--- config.mk ---
export PLATFORM = sky130hd
export DESIGN_NAME = odo_ctrl
export DESIGN_NICKNAME = d
export VERILOG_FILES = /design/src/rtl/odo_pkg.sv /design/src/rtl/odo_ctrl.sv
export SDC_FILE = /design/constraint.sdc
export NUM_CORES = 1
export LEC_CHECK = 0
export ABC_AREA = 1
export BUFFER_PORTS_ARGS = -buffer_cell sky130_fd_sc_hd__buf_2
export CAP_MARGIN = 10
export CORE_AREA = 2 2 39 41
export CTS_BUF_LIST = sky130_fd_sc_hd__clkbuf_2
export DETAILED_ROUTE_END_ITERATION = 12
export DIE_AREA = 0 0 41 43
export MAX_ROUTING_LAYER = met4
export PLACE_DENSITY = 0.64
export REMOVE_ABC_BUFFERS = 1
export SYNTH_ARGS = -nofsm -noshare
export SYNTH_HDL_FRONTEND = slang
export SYNTH_SLANG_ARGS = --single-unit
--- constraint.sdc ---
create_clock -name aclk -period 1.6 [get_ports aclk]
set_clock_uncertainty 0.1 [all_clocks]
set_input_delay 0.16 -clock aclk [delete_from_list [all_inputs] [get_ports aclk]]
set_output_delay 0.16 -clock aclk [all_outputs]
set_load 0.005 [all_outputs]
--- src/rtl/odo_pkg.sv ---
`timescale 1ns / 1ps
`default_nettype none
package odo_pkg;

    // datapath operations, one per controller step
    typedef enum logic [4:0] {
        OP_NONE,
        OP_LOAD,
        OP_ML,
        OP_MR,
        OP_VL,
        OP_VR,
        OP_VX,
        OP_DA,
        OP_DLO,
        OP_DHI,
        OP_DIST,
        OP_WA,
        OP_ALO,
        OP_AHI,
        OP_ANG,
        OP_DX,
        OP_DY,
        OP_UPD
    } op_t;

    typedef struct packed {
        op_t op;
    } cmd_t;

    typedef struct packed {
        logic div_done;
        logic cor_done;
    } sts_t;

    // configuration register indexes
    localparam int CFG_AW = 8;
    localparam logic [CFG_AW-1:0] REG_RADIUS = 8'd0;
    localparam logic [CFG_AW-1:0] REG_BASE   = 8'd1;

    localparam logic [15:0] RADIUS_RST = 16'd3277;
    localparam logic [23:0] BASE_RST   = 24'd32768;

    // fixed-point constants
    localparam logic [31:0] TWO_PI_Q28  = 32'd1686629713;
    localparam logic [31:0] DIST_K      = 32'd2251799814;
    localparam logic [31:0] ANG_K       = 32'd2867080570;
    localparam logic [31:0] CORDIC_GAIN = 32'd652032874;

    // arctangent of 2^-i as binary angle
    function automatic logic [31:0] atan_bam(input logic [4:0] idx);
        logic [31:0] r;
        case (idx)
            5'd0:  r = 32'd536870912;
            5'd1:  r = 32'd316933406;
            5'd2:  r = 32'd167458907;
            5'd3:  r = 32'd85004756;
            5'd4:  r = 32'd42667331;
            5'd5:  r = 32'd21354465;
            5'd6:  r = 32'd10679838;
            5'd7:  r = 32'd5340245;
            5'd8:  r = 32'd2670163;
            5'd9:  r = 32'd1335087;
            5'd10: r = 32'd667544;
            5'd11: r = 32'd333772;
            5'd12: r = 32'd166886;
            5'd13: r = 32'd83443;
            5'd14: r = 32'd41722;
            5'd15: r = 32'd20861;
            5'd16: r = 32'd10430;
            5'd17: r = 32'd5215;
            5'd18: r = 32'd2608;
            5'd19: r = 32'd1304;
            5'd20: r = 32'd652;
            5'd21: r = 32'd326;
            5'd22: r = 32'd163;
            5'd23: r = 32'd81;
            5'd24: r = 32'd41;
            5'd25: r = 32'd20;
            5'd26: r = 32'd10;
            5'd27: r = 32'd5;
            5'd28: r = 32'd3;
            5'd29: r = 32'd1;
            5'd30: r = 32'd1;
            default: r = 32'd0;
        endcase
        return r;
    endfunction

endpackage
`default_nettype wire

--- src/rtl/odo_ctrl.sv ---
`timescale 1ns / 1ps
`default_nettype none
module odo_ctrl (
    input  wire logic          aclk,
    input  wire logic          aresetn,
    input  wire logic          s_tvalid,
    output logic               s_tready,
    output logic               m_tvalid,
    input  wire logic          m_tready,
    output odo_pkg::cmd_t      cmd,
    input  wire odo_pkg::sts_t sts
);
    import odo_pkg::*;

    typedef enum logic [4:0] {
        ST_IDLE, ST_ML, ST_MR, ST_VL, ST_VR, ST_VX, ST_DA, ST_DLO, ST_DHI,
        ST_DIST, ST_WAIT, ST_WA, ST_ALO, ST_AHI, ST_ANG, ST_DX, ST_DY, ST_UPD
    } state_t;

    state_t state_reg, state_next;
    logic   out_valid_reg, out_valid_next;
    logic   upd_go;

    assign upd_go = !out_valid_reg || m_tready;

    // sequence and command decode
    always_comb begin
        state_next = state_reg;
        cmd.op     = OP_NONE;
        case (state_reg)
            ST_IDLE: if (s_tvalid) begin
                cmd.op = OP_LOAD;
                state_next = ST_ML;
            end
            ST_ML:   begin cmd.op = OP_ML;   state_next = ST_MR;   end
            ST_MR:   begin cmd.op = OP_MR;   state_next = ST_VL;   end
            ST_VL:   begin cmd.op = OP_VL;   state_next = ST_VR;   end
            ST_VR:   begin cmd.op = OP_VR;   state_next = ST_VX;   end
            ST_VX:   begin cmd.op = OP_VX;   state_next = ST_DA;   end
            ST_DA:   begin cmd.op = OP_DA;   state_next = ST_DLO;  end
            ST_DLO:  begin cmd.op = OP_DLO;  state_next = ST_DHI;  end
            ST_DHI:  begin cmd.op = OP_DHI;  state_next = ST_DIST; end
            ST_DIST: begin cmd.op = OP_DIST; state_next = ST_WAIT; end
            ST_WAIT: if (sts.div_done && sts.cor_done) begin
                state_next = ST_WA;
            end
            ST_WA:   begin cmd.op = OP_WA;   state_next = ST_ALO;  end
            ST_ALO:  begin cmd.op = OP_ALO;  state_next = ST_AHI;  end
            ST_AHI:  begin cmd.op = OP_AHI;  state_next = ST_ANG;  end
            ST_ANG:  begin cmd.op = OP_ANG;  state_next = ST_DX;   end
            ST_DX:   begin cmd.op = OP_DX;   state_next = ST_DY;   end
            ST_DY:   begin cmd.op = OP_DY;   state_next = ST_UPD;  end
            ST_UPD: if (upd_go) begin
                cmd.op = OP_UPD;
                state_next = ST_IDLE;
            end
            default: state_next = ST_IDLE;
        endcase
    end

    // output item valid
    always_comb begin
        out_valid_next = out_valid_reg;
        if (m_tready) out_valid_next = 1'b0;
        if (state_reg == ST_UPD && upd_go) out_valid_next = 1'b1;
    end

    always_ff @(posedge aclk) begin
        if (!aresetn) begin
            state_reg     <= ST_IDLE;
            out_valid_reg <= 1'b0;
        end else begin
            state_reg     <= state_next;
            out_valid_reg <= out_valid_next;
        end
    end

    assign s_tready = (state_reg == ST_IDLE);
    assign m_tvalid = out_valid_reg;

    // a new result only comes from the update step
    a_rise_from_upd: assert property (@(posedge aclk) disable iff (!aresetn)
        $rose(out_valid_reg) |-> $past(state_reg == ST_UPD))
        else $error("result valid without update step");

    // waiting holds until both units finish
    a_wait_hold: assert property (@(posedge aclk) disable iff (!aresetn)
        (state_reg == ST_WAIT && !(sts.div_done && sts.cor_done)) |=> state_reg == ST_WAIT)
        else $error("left wait before units finished");

    // a pending result is never overwritten
    a_no_overwrite: assert property (@(posedge aclk) disable iff (!aresetn)
        (state_reg == ST_UPD && out_valid_reg && !m_tready) |=> state_reg == ST_UPD)
        else $error("update while result pending");

    // an accepted item always starts the sequence
    a_accept_start: assert property (@(posedge aclk) disable iff (!aresetn)
        (s_tvalid && s_tready) |=> state_reg == ST_ML)
        else $error("accepted item did not start");
endmodule
`default_nettype wire

Word-level counts from Yosys, hierarchy flattened
Cells that the tools add are included.
{ "word_totals": {"ff_bits": 6, "input_bits": 6, "output_inout_bits": 7, "wordCells": 38} }
{ "op_classes": {"eq_ne": 20, "mux": 9, "n_reduce_logical": 7} }
{ "op_table": {"columns": ["cell", "n"], "rows": [
  ["5-bit case mux with 18 select lines", 1],
  ["5-bit case mux with 17 select lines", 1],
  ["5-bit by 4-bit == test with 1-bit output, second input constant", 8],
  ["5-bit by 3-bit == test with 1-bit output, second input constant", 4],
  ["5-bit two-way mux", 4],
  ["5-bit by 2-bit == test with 1-bit output, second input constant", 2],
  ["5-bit == test, second input constant", 2],
  ["2-bit != test, second input constant", 3],
  ["5-bit by 1-bit == test with 1-bit output, second input constant", 1],
  ["5-bit logical NOT", 1],
  ["1-bit two-way mux", 3],
  ["3-bit AND reduction", 1],
  ["1-bit logical AND", 2],
  ["2-bit nonzero test", 1],
  ["1-bit logical NOT", 1],
  ["1-bit logical OR", 1]
]} }

Longest topological paths before layout
Gate-level depths: netlist of the first run.
{ "logic_depth": {"depth_word": 4, "mapped_depth": 8, "mapped_depth_nobuf": 8} }

Least setup slack after synthesis of the first run
OpenSTA, ideal clock, no wires.
{ "synth_timing": {"path_kind": "reg2reg", "from": "register state_reg[4]", "to": "register state_reg[2]", "setup_ns": 0.113, "arrival_time_ns": 0.987, "required_ns": 1.387, "path_slack_ns": 0.400, "path_stages_with_launch": 9, "n_path_buf": 1, "period_less_slack_ns": 1.200, "cell_sequence": "dfxtp_1 buf_4 inv_1 nand2_1 nor2_1 a21oi_1 nand2_1 o21ai_1 inv_1"} }
{ "synth_via": {"elab_chain_cells": 3, "word_cells_on_any_way": 23, "classes_between": "eq/ne: 20; mux: 1; reduce/logical: 2"} }
{ "synth_rtl": {"columns": ["item", "line", "text"], "rows": [
  ["start: declaration", "odo_ctrl.sv:20", "state_t state_reg, state_next;"],
  ["start signal: assignment", "odo_ctrl.sv:73", "state_reg <= state_next;"],
  ["5-bit by 4-bit == test with 1-bit output (tied with other cells)", "odo_ctrl.sv:30", "case (state_reg)"],
  ["2-bit != test (no source line)", null, null],
  ["3-bit AND reduction (no source line)", null, null]
]} }
Parallel ways exist; a longest one is shown, timed or not.
A chain may end at the register's enable or synchronous reset.

==> results of run 1 <==
[worst max-delay path, cell delays in order, from the launching register on]
cell and delay (ns):
dfxtp_4 0.36, buf_4 0.16, nor2_4 0.16, inv_2 0.06, o21ai_1 0.12, nor2_1 0.06, nand3_1 0.06, buf_2 0.10
[report_power, final]
part           leakage (µW)  switching, µW  internal [µW]
Clock             0.0000125           46.2           50.6
Sequential        0.0000519           47.7            177
Combinational      0.000272            219            136
Total              0.000336            313            364
[layout by cell type, fill, tap and decap left out, drive strengths merged]
| master | n |
|---|---|
| a21oi | 6 |
| a31oi | 1 |
| nand3 | 5 |
| nand2 | 19 |
| nor2 | 22 |
| clkbuf | 3 |
| inv | 13 |
| or2 | 1 |
| nand4 | 3 |
| nor3 | 3 |
| o21ai | 5 |
| dfxtp | 6 |
| buf | 17 |
[per-stage QoR]
stage / total power [µW] / cell area [µm²] / hold WS [ns] / worst slack, ns
after CTS: 642 / 583 / 0.0502 / 0.0177
after global placement: 544 / 563 / 0.276 / 0.204
after global routing: 747 / 651 / 0.0637 / -0.0209
after detailed placement: 535 / 563 / 0.276 / 0.187
final: 677 / 651 / 0.0569 / 0.0587
after floorplan: 430 / 475 / 0.164 / 0.296
[worst max-delay path by stage]
stage	cells after the start	slack [ns]	startpoint	endpoint
floorplan	7	0.30	state_reg[4]	state_reg[2]
global placement	7	0.20	state_reg[4]	cmd[0]
detailed placement	7	0.19	state_reg[1]	cmd[0]
CTS	7	0.02	state_reg[0]	cmd[0]
global route	6	-0.02	state_reg[0]	cmd[3]
finish	7	0.06	state_reg[4]	cmd[0]
[final cells by class]
type | instances | area [µm²] | share of cell area, %
sequential | 6 | 134 | 20.6
tap | 16 | 20.0 | 3.08
timing repair buffer | 17 | 97.6 | 15.0
clock buffer | 3 | 15.0 | 2.31
multi-input combinational | 65 | 335 | 51.5
inverter | 13 | 48.8 | 7.50
[layer usage]
metal | global-route usage, % | vias up | routed length, µm
li1 | - | 310 | -
met1 | 20.1 | 252 | 507
met2 | 21.6 | 37 | 609
met3 | 3.14 | 4 | 119
met4 | 6.00 | 0 | 37
met5 | - | - | 0
[cells by family (layout without fill, tap and decap cells)]
logic type	count (synthesis)	in the layout	share of synthesized area, %
flip-flops	6	6	24.9
AND/OR/NAND/NOR	53	53	50.0
AO/OA/AOI/OAI	12	12	13.5
buffers and inverters	14	33	11.7
[what timing repair did]
item	in CTS	in global routing
pin swaps	1	2
gates resized for setup	4	15
setup buffers	0	4
endpoints found under the setup margin	1	3
==> impl_metrics.env, run 1 <==
export IMPL_status="finished, final reports clean"
export IMPL_tightest_slew_ns=0.245
export IMPL_yosysSeqAreaShare_pct=24.9
export IMPL_cp_arrival_ns=1.28
export IMPL_dieArea_mm2=0.00176
export IMPL_yosys_cell_types_count=19
export IMPL_hold_depth=3
export IMPL_start_util_pct=34.9
export IMPL_dr_pass1_iters=4
export IMPL_powerDensity_mw_per_mm2=1040
export IMPL_grt_max_degree=8
export IMPL_num_antenna_cells=0
export IMPL_synthCells=85
export IMPL_cap_violations=0
export IMPL_cts_made_buffers=3
export IMPL_synth_area_leaders="dfxtp_1 (25%), nand2_1 (14%), nor2_1 (14%)"
export IMPL_required_ns=1.34
export IMPL_gp_congestion=0.914
export IMPL_crit_path_start_kind="register"
export IMPL_grt_first_pass_wirelength_um=1780
export IMPL_maxSlewHeadroom_pct=83.5
export IMPL_hold_path_class="input pin to register"
export IMPL_synth_top_area_share_pct=24.9
export IMPL_clock_latency_ns=0.21
export IMPL_cts_hold_buf=0
export IMPL_setup_viol=0
export IMPL_die_h_um=43
export IMPL_grt_pass1_vias=447
export IMPL_wirelength_um=1270
export IMPL_drcViolationCount=0
export IMPL_synth_top_area_cell="dfxtp_1"
export IMPL_antenna_found_initial=0
export IMPL_fillers=144
export IMPL_cts_tree="built"
export IMPL_antenna_left=0
export IMPL_viasPerCell=5.03
export IMPL_reg2reg_depth=9
export IMPL_critical_path_max_fanout=5
export IMPL_reg2reg_to="state_reg[0]"
export IMPL_cts_root_buffer="clkbuf_2"
export IMPL_final_cell_count_no_fill=120
export IMPL_async_flop_share_pct=0
export IMPL_yosysWarnings=0
export IMPL_timing_rr_start="state_reg[4]"
export IMPL_fmax_mhz=649
export IMPL_grt_overflow=0
export IMPL_period_needed_ns=1.54
export IMPL_maxSlewViolCount=0
export IMPL_min_period_over_period_pct=96.3
export IMPL_cts_sinks=6
export IMPL_tns_ns=0
export IMPL_vias=603
export IMPL_port_buffers=12
export IMPL_path_clk_slew_ns=0.05
export IMPL_synth_area_per_cell_um2=5.68
export IMPL_largest_reg_flops=5
export IMPL_endpoint_kind="primary output"
export IMPL_die_w_um=41
export IMPL_syn_cell_area_um2=483
export IMPL_cts_buffer_depth=2
export IMPL_ys_ff_latch=6
export IMPL_leakage_uw=0.000336
export IMPL_yosys_most_used_dff="dfxtp_1"
export IMPL_synth_edff_count=0
export IMPL_irDropWorstVdd_uv=462
export IMPL_hold_viol_final=0
export IMPL_hold_start="aresetn"
export IMPL_gr_usage_all_layers_pct=15.1
export IMPL_whs_endpoint="state_reg[2]"
export IMPL_finalNetCount=112
export IMPL_synthToLayoutAreaGrowth_pct=34.7
export IMPL_rrSetupSlack_ns=0.26
export IMPL_drtIter0Drc=15
export IMPL_fin_util_pct=47.0
export IMPL_drt_wirelength_per_cell_um=10.6
export IMPL_dp_hpwl_um=917
export IMPL_std_cell_rows=14
export IMPL_post_place_cells=113
export IMPL_core_area_mm2=0.00138
export IMPL_ioPinCount=13
export IMPL_htreeDepth=1
export IMPL_yosys_top_cells_count="nand2_1 (18), nor2_1 (18), inv_1 (11)"
export IMPL_crit_type="register to primary output"
export IMPL_drive_gt1_share_pct=40.4
(Power assumes the default switching activity.)
==> run 2: changes to the inputs <==
--- a/config.mk
+++ b/config.mk
@@ -15,6 +15,7 @@
 export MAX_ROUTING_LAYER = met4
 export PLACE_DENSITY = 0.64
 export REMOVE_ABC_BUFFERS = 1
+export SETUP_SLACK_MARGIN = 0.1
 export SYNTH_ARGS = -nofsm -noshare
 export SYNTH_HDL_FRONTEND = slang
 export SYNTH_SLANG_ARGS = --single-unit
==> constraint.sdc (replaced) <==
create_clock -name aclk -period 1.6 [get_ports aclk]
set_clock_uncertainty 0.1 [all_clocks]
set_input_delay 0.32 -clock aclk [delete_from_list [all_inputs] [get_ports aclk]]
set_output_delay 0.32 -clock aclk [all_outputs]
set_load 0.005 [all_outputs]
==> impl_metrics.env, run 2 (same netlist as run 1, synthesis figures left out) <==
export IMPL_clock_latency_ns=0.20
export IMPL_vias=645
export IMPL_start_util_pct=34.9
export IMPL_cts_tree="built"
export IMPL_ioPinCount=13
export IMPL_grt_overflow=0
export IMPL_whs_ns=0.221
export IMPL_irDropWorstVdd_uv=495
export IMPL_path_clk_slew_ns=0.05
export IMPL_combPwrFrac_pct=58.1
export IMPL_post_place_cells=119
export IMPL_endpoint_kind="primary output"
export IMPL_grt_first_pass_wirelength_um=2080
export IMPL_num_antenna_cells=0
export IMPL_hold_depth=3
export IMPL_rrSetupSlack_ns=0.23
export IMPL_clkPwrFrac_pct=11.8
export IMPL_hold_viol_final=0
export IMPL_drcViolationCount=0
export IMPL_htreeDepth=1
export IMPL_cell_internal_pwr_uw=443
export IMPL_seqPwrFrac_pct=30.1
export IMPL_crit_path_start_kind="register"
export IMPL_cap_violations=0
export IMPL_fin_ws_ns=-0.0248
export IMPL_violations="setup timing"
export IMPL_hold_path_class="input pin to register"
export IMPL_port_buffers=12
export IMPL_cts_made_buffers=3
export IMPL_core_area_mm2=0.00138
export IMPL_cts_hold_buf=0
export IMPL_cts_buffer_depth=2
export IMPL_gr_usage_all_layers_pct=17.8
export IMPL_wirelength_um=1430
export IMPL_antenna_left=0
export IMPL_finalNetCount=122
export IMPL_final_cell_count_no_fill=130
export IMPL_setup_viol=2
export IMPL_maxSlewViolCount=0
export IMPL_status="complete, but fails checks"
export IMPL_cts_root_buffer="clkbuf_2"
export IMPL_min_period_over_period_pct=102
export IMPL_leakage_uw=0.000406
export IMPL_grt_pass1_vias=521
export IMPL_power_switching_uw=357
export IMPL_reg2reg_depth=10
export IMPL_tightest_slew_ns=0.197
export IMPL_dr_pass1_iters=4
export IMPL_dp_hpwl_um=928
export IMPL_mostFrequentLayoutCells="nand2_1 (12), buf_2 (12), buf_4 (12)"
export IMPL_largest_reg_flops=5
export IMPL_antenna_found_initial=0
export IMPL_seq_area_um2=140
export IMPL_whs_endpoint="state_reg[2]"
export IMPL_cts_sinks=6
export IMPL_cp_arrival_ns=1.20
export IMPL_placed_area_um2=608
export IMPL_synthToLayoutAreaGrowth_pct=66.6
export IMPL_finish_instance_area_um2=805
export IMPL_p_total_uw=801
export IMPL_gp_congestion=0.843
export IMPL_dieArea_mm2=0.00176
export IMPL_reg2reg_to="state_reg[0]"
export IMPL_dp_slack_ns=0.0618
export IMPL_die_h_um=43
export IMPL_hold_start="aresetn"
export IMPL_drive_gt1_share_pct=59.6
export IMPL_die_w_um=41
export IMPL_timing_rr_start="state_reg[4]"
export IMPL_maxSlewHeadroom_pct=86.8
export IMPL_powerDensity_mw_per_mm2=995
export IMPL_switching_share_pct=44.6
export IMPL_std_cell_rows=14
export IMPL_period_needed_ns=1.62
export IMPL_critical_path_max_fanout=6
export IMPL_viasPerCell=4.96
export IMPL_setup_worst_path_start="state_reg[2]"
export IMPL_rsz0062_at_grt="true"
export IMPL_required_ns=1.18
export IMPL_fillers=130
export IMPL_crit_type="register to primary output"
export IMPL_multiInputGateArea_um2=397
export IMPL_grt_max_degree=7
export IMPL_drtIter0Drc=17
export IMPL_fmax_mhz=615
export IMPL_drt_wirelength_per_cell_um=11.0
[run 2: repair_timing]
| item | 4_1_cts | 5_1_grt |
|---|---|---|
| pin swaps | 10 | 5 |
| setup endpoints to repair | 6 | 6 |
| resized for setup | 32 | 13 |
| buffers inserted | 6 | 2 |
[run 2: per-stage QoR]
stage | utilization [%] | TNS [ns]
global placement | 43.9 | 0
CTS | 54.2 | -0.0885
floorplan | - | 0
global route | 58.1 | -0.431
detailed placement | 43.9 | 0
finish | 58.1 | -0.0379
[run 2: metal layers]
metal	wire [µm]	GRT usage (%)	up-vias	part of all wire, %
met5	0	-	-	0
met4	25	10.0	0	1.7
met3	62	1.57	4	4.3
met2	751	26.3	23	53
met1	591	22.8	283	41
li1	-	-	335	-
[run 2: how the worst max path moves through the flow]
stage,cells after the start,to,slack [ns]
floorplan,5,cmd[2],0.19
global placement,7,cmd[0],0.05
detailed placement,7,cmd[0],0.06
CTS,6,cmd[2],-0.04
global route,7,cmd[2],-0.1
finish,7,cmd[0],-0.02
[run 2: critical path, cell delays in order, from the launching register on]
cell	delay (ns)
dfxtp_4	0.40
nand2_2	0.08
nor2_4	0.12
inv_2	0.05
o21ai_2	0.12
nor2_1	0.05
nand3_1	0.07
buf_2	0.10
[run 2: power by group through the flow]
| stage | Sequential [µW] | Clock (µW) | Combinational, µW |
|---|---|---|---|
| floorplan | 205 | 0 | 225 |
| global placement | 207 | 0 | 334 |
| detailed placement | 207 | 0 | 333 |
| CTS | 230 | 106 | 404 |
| global route | 246 | 115 | 514 |
| finish | 241 | 94.5 | 465 |
[run 2: cell type report]
class,count,area share [%]
well taps,16,2.49
flip-flops and latches,6,17.4
multi-input cells,65,49.3
inverters,13,6.07
clock buffers,3,1.87
repair buffers,27,22.9
